## src/hdl/dpsm_pkg.sv

```systemverilog
// dpsm_pkg: shared types and codes for the decoded picture store manager
// operation codes, status codes and the time pair held per picture slot
// no dependencies

package dpsm_pkg;

    // operation codes carried in the input item
    typedef enum logic [2:0] {
        OP_ADD     = 3'd0,
        OP_UPDATE  = 3'd1,
        OP_DROP    = 3'd2,
        OP_DISPLAY = 3'd3,
        OP_GETFREE = 3'd4,
        OP_FLUSH   = 3'd5
    } t_op;

    // status codes carried in the result item
    typedef enum logic [2:0] {
        ST_DONE           = 3'd0,
        ST_FIELD_HELD     = 3'd1,
        ST_FIELD_RETURNED = 3'd2,
        ST_FLUSHED        = 3'd3,
        ST_NOTHING        = 3'd4
    } t_status;

    localparam int TIME_W  = 64;
    localparam int SLOT_W  = 4;
    localparam int COUNT_W = 5;

    // presentation time pair of one slot
    typedef struct packed {
        logic [TIME_W-1:0] stop_t;
        logic [TIME_W-1:0] start_t;
    } t_times;

    // one result item
    typedef struct packed {
        logic [COUNT_W-1:0] waiting_count;
        logic [TIME_W-1:0]  out_stop;
        logic [TIME_W-1:0]  out_start;
        logic               deliver;
        logic [SLOT_W-1:0]  out_slot;
        t_status            status;
    } t_result;

endpackage

```

## src/hdl/decoded_picture_store_manager_unit.sv

```systemverilog
// decoded_picture_store_manager_unit: picture slot store of a decoder output stage
// slot flags and waiting count in registers, slot times in dpsm_times_mem
// depends on dpsm_pkg, dpsm_times_mem, dpsm_min_track
//
//   channel   direction  width  contents
//   s_axis    in         144    operation item
//   m_axis    out        144    result item, one per operation
//   cfg       in         5      max_waiting register write
//
// add, update, drop, flush and a display with too few waiting pictures finish in the idle state;
// their result goes to the holding stage and from there to the output register.
// display next reads the time memory one slot a cycle.
// get free with no field held tests one slot flag a cycle.
// one item at a time; the next item is taken once the result left the holding stage.
// reset (synchronous, low) clears all flags, the count and sets max_waiting to 3.
// a stalled output holds its result; one more result may wait in the holding stage.

module decoded_picture_store_manager_unit #(
    parameter int ENTRIES = 16
) (
    input  logic         i_clk,
    input  logic         i_rst_n,
    input  logic         i_s_axis_tvalid,
    output logic         o_s_axis_tready,
    // op[2:0], slot_index[6:3], is_ref[7], is_field[8], start_time[72:9],
    // stop_time[136:73], zero fill[143:137]
    input  logic [143:0] i_s_axis_tdata,
    output logic         o_m_axis_tvalid,
    input  logic         i_m_axis_tready,
    // status[2:0], out_slot[6:3], deliver[7], out_start[71:8], out_stop[135:72],
    // waiting_count[140:136], zero fill[143:141]
    output logic [143:0] o_m_axis_tdata,
    input  logic         i_cfg_wr_en,
    input  logic [4:0]   i_cfg_wr_data
);

    localparam int AW    = (ENTRIES > 1) ? $clog2(ENTRIES) : 1;
    localparam int CNT_W = $clog2(ENTRIES + 1);
    localparam int KW    = CNT_W + 5;

    typedef enum logic [1:0] {
        S_IDLE,
        S_SCAN,
        S_SHOW,
        S_FREE
    } t_state;

    // input field decode
    dpsm_pkg::t_op     w_op;
    logic [3:0]        w_idx;
    logic              w_is_ref;
    logic              w_is_field;
    dpsm_pkg::t_times  w_times;
    logic [AW+3:0]     w_idx_ext;
    logic [AW-1:0]     w_addr;
    logic              w_in_range;
    logic              w_accept;

    assign w_op          = dpsm_pkg::t_op'(i_s_axis_tdata[2:0]);
    assign w_idx         = i_s_axis_tdata[6:3];
    assign w_is_ref      = i_s_axis_tdata[7];
    assign w_is_field    = i_s_axis_tdata[8];
    assign w_times       = {i_s_axis_tdata[136:73], i_s_axis_tdata[72:9]};
    assign w_idx_ext     = {{AW{1'b0}}, w_idx};
    assign w_addr        = w_idx_ext[AW-1:0];
    assign w_in_range    = w_idx_ext < (AW + 4)'(ENTRIES);

    // state
    t_state                r_state, n_state;
    logic [ENTRIES-1:0]    r_ref, n_ref;
    logic [ENTRIES-1:0]    r_use, n_use;
    logic [ENTRIES-1:0]    r_shown, n_shown;
    logic [CNT_W-1:0]      r_count, n_count;
    logic                  r_fp, n_fp;
    logic [3:0]            r_fs, n_fs;
    logic [4:0]            r_max_wait;
    logic [CNT_W-1:0]      r_scan, n_scan;
    logic                  r_cand_v;
    logic [AW-1:0]         r_cand_idx;
    dpsm_pkg::t_result     r_res, n_res;
    logic                  r_res_v, n_res_v;
    dpsm_pkg::t_result     r_out;
    logic                  r_out_v;
    logic                  w_drain;

    // memory and tracker hookup
    logic                  w_wr_en;
    logic [AW-1:0]         w_scan_addr;
    dpsm_pkg::t_times      w_rd_data;
    logic                  w_found;
    logic [AW-1:0]         w_best_idx;
    dpsm_pkg::t_times      w_best_times;
    logic                  w_scan_issue;
    logic [AW+3:0]         w_best_ext;
    logic [AW+3:0]         w_scan_ext;
    logic [KW-1:0]         w_count_ext;

    assign o_s_axis_tready = (r_state == S_IDLE) && !r_res_v;
    assign w_accept        = i_s_axis_tvalid && o_s_axis_tready;
    assign w_drain         = r_res_v && (!r_out_v || i_m_axis_tready);
    assign w_scan_addr     = r_scan[AW-1:0];
    assign w_scan_issue    = (r_state == S_SCAN) && (r_scan < CNT_W'(ENTRIES));
    assign w_best_ext      = {4'b0, w_best_idx};
    assign w_scan_ext      = {4'b0, w_scan_addr};
    assign w_wr_en         = w_accept && w_in_range &&
        ((w_op == dpsm_pkg::OP_UPDATE) ||
         ((w_op == dpsm_pkg::OP_ADD) && !(w_is_field && !r_fp)));

    dpsm_times_mem #(
        .ENTRIES (ENTRIES),
        .AW      (AW)
    ) u_times_mem (
        .i_clk     (i_clk),
        .i_wr_en   (w_wr_en),
        .i_wr_addr (w_addr),
        .i_wr_data (w_times),
        .i_rd_addr (w_scan_addr),
        .o_rd_data (w_rd_data)
    );

    dpsm_min_track #(
        .AW (AW)
    ) u_min_track (
        .i_clk        (i_clk),
        .i_rst_n      (i_rst_n),
        .i_clear      (w_accept),
        .i_cand_valid (r_cand_v),
        .i_cand_idx   (r_cand_idx),
        .i_cand_times (w_rd_data),
        .o_found      (w_found),
        .o_best_idx   (w_best_idx),
        .o_best_times (w_best_times)
    );

    // next state and result
    always_comb begin
        n_state = r_state;
        n_ref   = r_ref;
        n_use   = r_use;
        n_shown = r_shown;
        n_count = r_count;
        n_fp    = r_fp;
        n_fs    = r_fs;
        n_scan  = r_scan;
        n_res   = r_res;
        n_res_v = r_res_v && !w_drain;
        w_count_ext = '0;

        case (r_state)
            S_IDLE: begin
                if (w_accept) begin
                    n_res = '0;
                    n_res.status = dpsm_pkg::ST_DONE;
                    n_res_v = 1'b1;
                    case (w_op)
                        dpsm_pkg::OP_ADD: begin
                            if (w_in_range) begin
                                if (w_is_field && !r_fp) begin
                                    n_fp = 1'b1;
                                    n_fs = w_idx;
                                    n_res.status = dpsm_pkg::ST_FIELD_HELD;
                                end else begin
                                    if (!r_use[w_addr] && (r_count < CNT_W'(ENTRIES))) begin
                                        n_count = r_count + CNT_W'(1);
                                    end
                                    n_ref[w_addr]   = w_is_ref;
                                    n_use[w_addr]   = 1'b1;
                                    n_shown[w_addr] = 1'b0;
                                    n_fp = 1'b0;
                                end
                            end
                        end
                        dpsm_pkg::OP_DROP: begin
                            if (w_in_range && r_use[w_addr]) begin
                                n_ref[w_addr] = 1'b0;
                                if (r_shown[w_addr]) begin
                                    n_use[w_addr]   = 1'b0;
                                    n_shown[w_addr] = 1'b0;
                                    if (r_count != '0) begin
                                        n_count = r_count - CNT_W'(1);
                                    end
                                end
                            end
                        end
                        dpsm_pkg::OP_DISPLAY: begin
                            w_count_ext = KW'(r_count);
                            if (w_count_ext > KW'(r_max_wait)) begin
                                n_res_v = r_res_v && !w_drain;
                                n_scan  = '0;
                                n_state = S_SCAN;
                            end else begin
                                n_res.status = dpsm_pkg::ST_NOTHING;
                            end
                        end
                        dpsm_pkg::OP_GETFREE: begin
                            if (r_fp) begin
                                n_res.status   = dpsm_pkg::ST_FIELD_RETURNED;
                                n_res.out_slot = r_fs;
                            end else begin
                                n_res_v = r_res_v && !w_drain;
                                n_scan  = '0;
                                n_state = S_FREE;
                            end
                        end
                        dpsm_pkg::OP_FLUSH: begin
                            n_ref   = '0;
                            n_use   = '0;
                            n_shown = '0;
                            n_count = '0;
                            n_fp    = 1'b0;
                            n_fs    = '0;
                        end
                        default: begin
                        end
                    endcase
                end
            end
            S_SCAN: begin
                // last candidate enters the tracker on the edge that leaves this state
                if (r_scan == CNT_W'(ENTRIES)) begin
                    n_state = S_SHOW;
                end else begin
                    n_scan = r_scan + CNT_W'(1);
                end
            end
            S_SHOW: begin
                n_res   = '0;
                n_res_v = 1'b1;
                n_state = S_IDLE;
                if (w_found) begin
                    n_res.status    = dpsm_pkg::ST_DONE;
                    n_res.out_slot  = w_best_ext[3:0];
                    n_res.out_start = w_best_times.start_t;
                    n_res.out_stop  = w_best_times.stop_t;
                    n_res.deliver   = !w_best_times.start_t[63];
                    n_shown[w_best_idx] = 1'b1;
                    if (!r_ref[w_best_idx]) begin
                        n_use[w_best_idx]   = 1'b0;
                        n_shown[w_best_idx] = 1'b0;
                        if (r_count != '0) begin
                            n_count = r_count - CNT_W'(1);
                        end
                    end
                end else begin
                    n_res.status = dpsm_pkg::ST_NOTHING;
                end
            end
            S_FREE: begin
                if (r_scan == CNT_W'(ENTRIES)) begin
                    // no free slot: flush the store
                    n_res   = '0;
                    n_res.status = dpsm_pkg::ST_FLUSHED;
                    n_res_v = 1'b1;
                    n_ref   = '0;
                    n_use   = '0;
                    n_shown = '0;
                    n_count = '0;
                    n_fp    = 1'b0;
                    n_fs    = '0;
                    n_state = S_IDLE;
                end else if (!r_use[w_scan_addr]) begin
                    n_res   = '0;
                    n_res.status   = dpsm_pkg::ST_DONE;
                    n_res.out_slot = w_scan_ext[3:0];
                    n_res_v = 1'b1;
                    n_state = S_IDLE;
                end else begin
                    n_scan = r_scan + CNT_W'(1);
                end
            end
            default: begin
                n_state = S_IDLE;
            end
        endcase

        n_res.waiting_count = 5'(n_count);
    end

    // control registers
    always_ff @(posedge i_clk) begin
        if (!i_rst_n) begin
            r_state    <= S_IDLE;
            r_ref      <= '0;
            r_use      <= '0;
            r_shown    <= '0;
            r_count    <= '0;
            r_fp       <= 1'b0;
            r_fs       <= '0;
            r_max_wait <= 5'd3;
            r_res_v    <= 1'b0;
            r_out_v    <= 1'b0;
            r_cand_v   <= 1'b0;
        end else begin
            r_state  <= n_state;
            r_ref    <= n_ref;
            r_use    <= n_use;
            r_shown  <= n_shown;
            r_count  <= n_count;
            r_fp     <= n_fp;
            r_fs     <= n_fs;
            r_res_v  <= n_res_v;
            r_cand_v <= w_scan_issue && r_use[w_scan_addr] && !r_shown[w_scan_addr];
            if (i_cfg_wr_en) begin
                r_max_wait <= i_cfg_wr_data;
            end
            if (w_drain) begin
                r_out_v <= 1'b1;
            end else if (i_m_axis_tready) begin
                r_out_v <= 1'b0;
            end
        end
    end

    // payload registers
    always_ff @(posedge i_clk) begin
        r_scan     <= n_scan;
        r_res      <= n_res;
        r_cand_idx <= w_scan_addr;
        if (w_drain) begin
            r_out <= r_res;
        end
    end

    assign o_m_axis_tvalid = r_out_v;
    assign o_m_axis_tdata  = {3'b0, r_out};

endmodule

```

## src/hdl/dpsm_times_mem.sv

```systemverilog
// dpsm_times_mem: start/stop time store, one write port and one read port
// read data is registered
// depends on dpsm_pkg

module dpsm_times_mem #(
    parameter int ENTRIES = 16,
    parameter int AW      = 4
) (
    input  logic              i_clk,
    input  logic              i_wr_en,
    input  logic [AW-1:0]     i_wr_addr,
    input  dpsm_pkg::t_times  i_wr_data,
    input  logic [AW-1:0]     i_rd_addr,
    output dpsm_pkg::t_times  o_rd_data
);

    dpsm_pkg::t_times r_mem [ENTRIES];
    dpsm_pkg::t_times r_rd_data;

    // write port
    always_ff @(posedge i_clk) begin
        if (i_wr_en) begin
            r_mem[i_wr_addr] <= i_wr_data;
        end
    end

    // registered read port
    always_ff @(posedge i_clk) begin
        r_rd_data <= r_mem[i_rd_addr];
    end

    assign o_rd_data = r_rd_data;

endmodule

```

## src/hdl/dpsm_min_track.sv

```systemverilog
// dpsm_min_track: running minimum of slot start times over a scan
// keeps the first slot with the smallest signed start, plus its stop time
// depends on dpsm_pkg

module dpsm_min_track #(
    parameter int AW = 4
) (
    input  logic              i_clk,
    input  logic              i_rst_n,
    input  logic              i_clear,
    input  logic              i_cand_valid,
    input  logic [AW-1:0]     i_cand_idx,
    input  dpsm_pkg::t_times  i_cand_times,
    output logic              o_found,
    output logic [AW-1:0]     o_best_idx,
    output dpsm_pkg::t_times  o_best_times
);

    logic             r_found;
    logic [AW-1:0]    r_best_idx;
    dpsm_pkg::t_times r_best_times;
    logic             w_take;

    // strictly smaller start wins, so ties keep the lower index
    assign w_take = i_cand_valid &&
        (!r_found || ($signed(i_cand_times.start_t) < $signed(r_best_times.start_t)));

    // found flag
    always_ff @(posedge i_clk) begin
        if (!i_rst_n) begin
            r_found <= 1'b0;
        end else if (i_clear) begin
            r_found <= 1'b0;
        end else if (w_take) begin
            r_found <= 1'b1;
        end
    end

    // best candidate payload
    always_ff @(posedge i_clk) begin
        if (w_take && !i_clear) begin
            r_best_idx   <= i_cand_idx;
            r_best_times <= i_cand_times;
        end
    end

    assign o_found      = r_found;
    assign o_best_idx   = r_best_idx;
    assign o_best_times = r_best_times;

endmodule

```

## config.mk

```make
export PLATFORM = sky130hd
export DESIGN_NAME = decoded_picture_store_manager_unit
export DESIGN_NICKNAME = d
export VERILOG_FILES = /design/src/hdl/dpsm_pkg.sv /design/src/hdl/decoded_picture_store_manager_unit.sv /design/src/hdl/dpsm_times_mem.sv /design/src/hdl/dpsm_min_track.sv
export SDC_FILE = /design/constraint.sdc
export NUM_CORES = 2
export LEC_CHECK = 0
export BUFFER_PORTS_ARGS = -buffer_cell sky130_fd_sc_hd__buf_2
export CORE_MARGIN = 1.5
export CORE_UTILIZATION = 25
export CTS_CLUSTER_SIZE = 10
export DETAILED_ROUTE_END_ITERATION = 10
export GPL_ROUTABILITY_DRIVEN = 0
export GPL_TIMING_DRIVEN = 0
export SYNTH_ARGS = -nofsm -noshare
export SYNTH_HDL_FRONTEND = slang
export SYNTH_SLANG_ARGS = --single-unit
```

## constraint.sdc

```tcl
create_clock -name i_clk -period 12.92 [get_ports i_clk]
set_input_delay 0.646 -clock i_clk [delete_from_list [all_inputs] [get_ports i_clk]]
set_output_delay 0.646 -clock i_clk [all_outputs]
set_load 0.01 [all_outputs]
```

**Word level (Yosys, flattened, before mapping)**

Memory sizes are Yosys's and may differ from the RTL's. A register that Yosys moved wholly into a read port is not among the register bits.
Index checks and enable logic that the tools add are counted.
W data, S select, Z words.

- Output and inout port bits: 146
- Bits in registers: 492
- Logic and storage cells: 230
- RAM bits: 2048
- Memories: 1

- Reductions and logical operators: 46
- Equal/unequal tests: 28
- Bitwise operators: 10
- $add $sub $neg: 3
- Order comparisons: 10
- Multiplexer cells: 103

Memories:

| memory | words | bits a word | read ports | clocked after Yosys merged registers in | write ports | line | RTL |
|---|---|---|---|---|---|---|---|
| u_times_mem.r_mem | 16 | 128 | 1 | 1 | 1 | dpsm_times_mem.sv:17 | `dpsm_pkg::t_times r_mem [ENTRIES];` |

Operators with widths:

| cell | count |
|---|---|
| $mux W136 | 3 |
| $pmux W136 S3 | 1 |
| $mux W16 | 19 |
| $pmux W16 S3 | 5 |
| $mux W133 | 1 |
| $and A16 B16 Y16 | 5 |
| $mux W5 | 16 |
| $lt A64 B64 Y1 | 1 |
| $pmux W5 S3 | 3 |
| $not A16 Y16 | 2 |
| $or A16 B16 Y16 | 2 |
| $pmux W16 S2 | 1 |
| $mux W1 | 22 |
| $ne A3 B3 Y1 const B | 7 |
| $bmux W1 S4 | 5 |
| $lt A4 B5 Y1 const B | 4 |
| $mux W4 | 5 |
| $logic_and A1 B1 Y1 | 17 |
| $bwmux W16 | 1 |
| $pmux W4 S2 | 2 |
| $mux W2 | 6 |
| $reduce_and A6 Y1 | 2 |
| $add A5 B1 Y5 const B | 2 |
| $logic_not A1 Y1 | 10 |
| other kinds (38) | 58 |

**Depth between registers and ports, before layout**

- Depth in word-level cells: 11
- Gate-level depth with buffers: 14

**By module**

From an unflattened synthesis, not the netlist that was laid out.

- Cell total of the unflattened synthesis: 4803
- Area total of the unflattened synthesis: 99650.6 µm²

By module, submodules not included:

| module | instances | area each (µm²) | cells an instance | seq. area each (µm²) |
|---|---|---|---|---|
| dpsm_times_mem | 1 | 79460.0 | 3354 | 64061.4 |
| decoded_picture_store_manager_unit | 1 | 14547.7 | 1092 | 10009.6 |
| dpsm_min_track | 1 | 5642.9 | 357 | 3983.8 |

**Worst setup path after synthesis**

OpenSTA, ideal clock, no wires.

- Path kind: register to register
- From: register r_scan[0]
- To: register r_res[0] (netlist name) (enable)
- Period minus slack after synthesis: 12663 ps
- Arrival time: 11830 ps
- Setup slack: 257 ps
- Library setup time: 833 ps
- Stages on the path, launching flop included: 10
- Path through: edfxtp_1 > buf_4 > clkbuf_1 > buf_1 > inv_1 > ha_1 > nand4bb_1 > and2_0 > and2_1 > a211oi_1

- Longest elaborated chain between the ends: 4
- Elaborated cells between the ends (all ways): 5

Ends and longest elaborated chain:

| element | line | RTL |
|---|---|---|
| start, declared | decoded_picture_store_manager_unit.sv:77 | `logic [CNT_W-1:0] r_scan, n_scan;` |
| start signal, assigned | decoded_picture_store_manager_unit.sv:316 | `r_scan <= n_scan;` |
| $bmux W1 S4 | decoded_picture_store_manager_unit.sv:261 | `end else if (!r_use[w_scan_addr]) begin` |
| $mux W1 (implied by the code) | decoded_picture_store_manager_unit.sv:261 |  |
| $ne A3 B3 Y1 (no line) * | - |  |
| $reduce_and A3 Y1 (no line) * | - |  |
| end signal, assigned | decoded_picture_store_manager_unit.sv:317 | `r_res <= n_res;` |
| end, declared | decoded_picture_store_manager_unit.sv:80 | `dpsm_pkg::t_result r_res, n_res;` |

Mark *: on every way between the ends. The rest lies on a longest branch, timed or not. The select of a mux whose other input is x is not followed.
A chain may end at the register's enable or synchronous reset.

**Final worst setup path**

- From: register r_scan[1]
- To: register r_res[65] (netlist name) (enable)

The elaborated chain is that of the path after synthesis.

==> flow_summary.ini <==
[outcome]
status = completed

[yosys]
ys_seq_elements = 2668
yosysSeqAreaShare_pct = 78.92
async_flop_share_pct = 0
synthFlopType = edfxtp_1
syn_inst = 4382
synthesis.area_sq_mm = 0.09890
synth_edf_count = 2462
ys_types = 72
syn_avg_cell_area_sq_um = 22.57
ys_warn_count = 0

[setup_path]
slowest_delay_ns = 1.04
cp-start-kind = flop
crit_chain = clkbuf_1 -> clkbuf_1 -> buf_1 -> inv_1 -> ha_1 -> nand4bb_1 -> and2_0 -> and2_1 -> a211oi_4 -> buf_16 -> buf_16 -> buf_8 -> buf_8 -> buf_8
critPathMostFrequentCell = buf_8
crit_cells = 14
worstPathMaxFanout = 21
cpMaxStageDelayCell = clkbuf_1
rr_worst_depth = 14
worstSetupPathType = reg2reg
crit_family = buffers and inverters
critPathRequiredTime_ns = 13.51
critical_path_buf_inv_count = 9
critPathArrivalTime_ns = 5.81
end_kind = flop

[timing]
tns_ns = 0
fin_crit_ns = 5.224
final.period_utilization_pct = 40.43
slew_violations = 0
max_clock_freq_mhz = 191.4
worst_pin_slew_ns = 1.401
final_hold_viol_count = 0
fin_skew_ns = 0.09808
max_slew_margin_pct = 6.619
rsz0062_at_grt = false
fin_ws_ns = 7.696
setup_viol = 0

[place]
dpl_worst_slack_ns = 7.679
numPortBuffers = 284
dpl.hpwl_microns = 180500

[final_layout]
drive_gt1_share_pct = 27.92
nets = 5352
layout_commonest_cell = edfxtp_1
areaGrowthSynthToFinish_pct = 20.49
fill_cells = 37790
mostFrequentLayoutCells = edfxtp_1, mux4_2, clkbuf_1

[pwr]
leakagePower_nw = 37.74
vdd_drop_max_mv = 0.1119
power_density_mw_per_mm2 = 196.5

[global_route]
grt-ovfl-total = 0
grt_use_total_pct = 13.06
grt_max_degree = 37
grt_pass1_vias = 49190
grt_pass1_wl_microns = 373000
antenna_found_initial = 116

[floorplanning]
coreArea_sq_mm = 0.3931
die-area_sq_mm = 0.3994
initial_utilization_pct = 25.16
io_pins = 300
die_h_microns = 632.0
row_count = 230
fp.dieW_microns = 632.0

[detailed_routing]
viasPerCell = 4.513
wl_per_cell_microns = 25.19
drt-total-wl_microns = 267300
first_pass_iters = 10
post-route-drc-count = 0
vias = 47900
drt_iter0_markers = 5154
postRouteAntennaNets = 0

[flow_run]
cap_violations = 0

[clock_tree]
htreeDepth = 5
cts-buffers-inserted = 313
ctsRootBufferMaster = clkbuf_16
post-cts-setup-buffer-count = 0
tritoncts = built
ctsResizeCount = 0
path_clk_slew_ns = 0.06
cts_buffer_depth = 4
numClockSinks = 2668
insertion_delay_ns = 0.90
cts_hold_buf = 0

[hold_path]
hold_path.class = in2reg
whs_path_depth = 3
report_power, final:
group	total (mW)	switching, mW	internal [mW]
registers	10.6	0.283	10.3
logic	4.83	2.70	2.13
clock network	8.01	3.34	4.67
sequential cells by signal, indices dropped and copies added, names as in the netlist, 2 cells and up:
name                      count
o_m_axis_tdata              141
r_max_wait                    5
u_min_track.o_best_idx        4
r_fs                          4
u_times_mem.r_mem          2048
r_cand_idx                    4
r_state                       2
r_use                        16
r_count                       5
r_res                       141
r_ref                        16
u_min_track.o_best_times    128
u_times_mem.o_rd_data       128
r_shown                      16
r_scan                        5
synth_stat cells (all sizes together), types with 3 or more instances:
cell	n	share of area [%]
edfxtp	2462	75
mux4	662	15
dfxtp	206	4.2
clkbuf	159	0.60
nor2	115	0.44
nand2	102	0.39
inv	93	0.35
ha	76	0.96
and3	68	0.43
buf	57	0.26
a21oi	49	0.25
nand3	47	0.24
o21ai	43	0.22
a31oi	31	0.20
a22oi	19	0.14
nand4	15	0.095
nor2b	15	0.095
o2bb2ai	15	0.13
and2	12	0.076
or3	10	0.068
a31o	8	0.071
a32o	8	0.081
mux2i	8	0.081
a211oi	7	0.053
a21o	7	0.053
nor3	7	0.035
a221oi	6	0.053
o211ai	6	0.046
nand2b	5	0.032
o22ai	5	0.032
a222oi	4	0.040
nor4	4	0.025
o21a	4	0.030
a2111oi	3	0.027
and4	3	0.027
o41ai	3	0.034
or2	3	0.019
xor2	3	0.027
per-layer routing:
metal | vias up | routed length [microns] | track usage [%] | part of all wire (%)
met3 | 548 | 16930 | 2.169 | 6.3
li1 | 19900 | - | - | -
met5 | - | 134 | 0 | 0.050
met4 | 22 | 8162 | 4.292 | 3.1
met1 | 25490 | 103300 | 15.94 | 39
met2 | 1943 | 138900 | 23.37 | 52
worst paths after layout:
| check | from | end | slack [ns] |
|---|---|---|---|
| min reg2reg | u_times_mem.o_rd_data[113]$_DFF_P_ | u_min_track.o_best_times[113]$_DFFE_PP_ | 0.39 |
| max reg2reg | r_scan[1]$_SDFFCE_PN0P_ | r_res[65]$_SDFFCE_PP0P_ | 7.70 |
| min | i_cfg_wr_data[1] | r_max_wait[1]$_SDFFE_PN1P_ | 0.04 |
| max | r_scan[1]$_SDFFCE_PN0P_ | r_res[65]$_SDFFCE_PP0P_ | 7.70 |
stage by stage:
step / utilization, % / hold WS (ns) / cells / instance area, sq um / total power, mW
2_1_floorplan: - / 0.3427 / 4384 / 98910 / 13.76
3_3_place_gp: 27.18 / 0.3569 / 9888 / 106900 / 15.37
3_5_place_dp: 27.97 / 0.3618 / 10030 / 109900 / 15.72
4_1_cts: 30.29 / 0.01919 / 10580 / 119100 / 23.75
5_1_grt: 30.31 / 0.05066 / 10600 / 119100 / 24.30
6_report: 30.32 / 0.04141 / 10620 / 119200 / 23.42
worst reg2reg max path, cell delays in order, from the launching register on:
cell       delay [ns]
edfxtp_1         0.39
clkbuf_1         0.55
clkbuf_1         1.04
buf_1            0.69
inv_1            0.12
ha_1             0.22
nand4bb_1        0.16
and2_0           0.37
and2_1           0.26
a211oi_4         0.14
buf_16           0.25
buf_16           0.16
buf_8            0.19
buf_8            0.19
buf_8            0.20
logic make-up (layout without fill, tap and decap cells):
logic type | Yosys count | in the layout | synth area share (%)
flip-flops | 2668 | 2668 | 78.92
multiplexers | 671 | 671 | 15.17
AND/OR/NAND/NOR | 415 | 415 | 2.053
buffers and inverters | 309 | 1284 | 1.221
AO/OA/AOI/OAI | 237 | 237 | 1.629
adder cells (fa/ha/maj) | 76 | 76 | 0.9615
XOR/XNOR | 5 | 5 | 0.04429
other | 1 | 39 | 0.003792
layout make-up:
cell class                      count  area (sq um)  area share (%)
Antenna cell                       36         90.09         0.07559
Buffer                            216         874.6          0.7339
Clock buffer                      530          8816           7.398
Clock inverter                     22         331.6          0.2782
Inverter                           93         349.1          0.2929
Multi-Input combinational cell   1407         19810           16.62
Sequential cell                  2668         78050           65.50
Tap cell                         5220          6531           5.480
Timing Repair Buffer              423          4317           3.622
(Power assumes the default switching activity.)
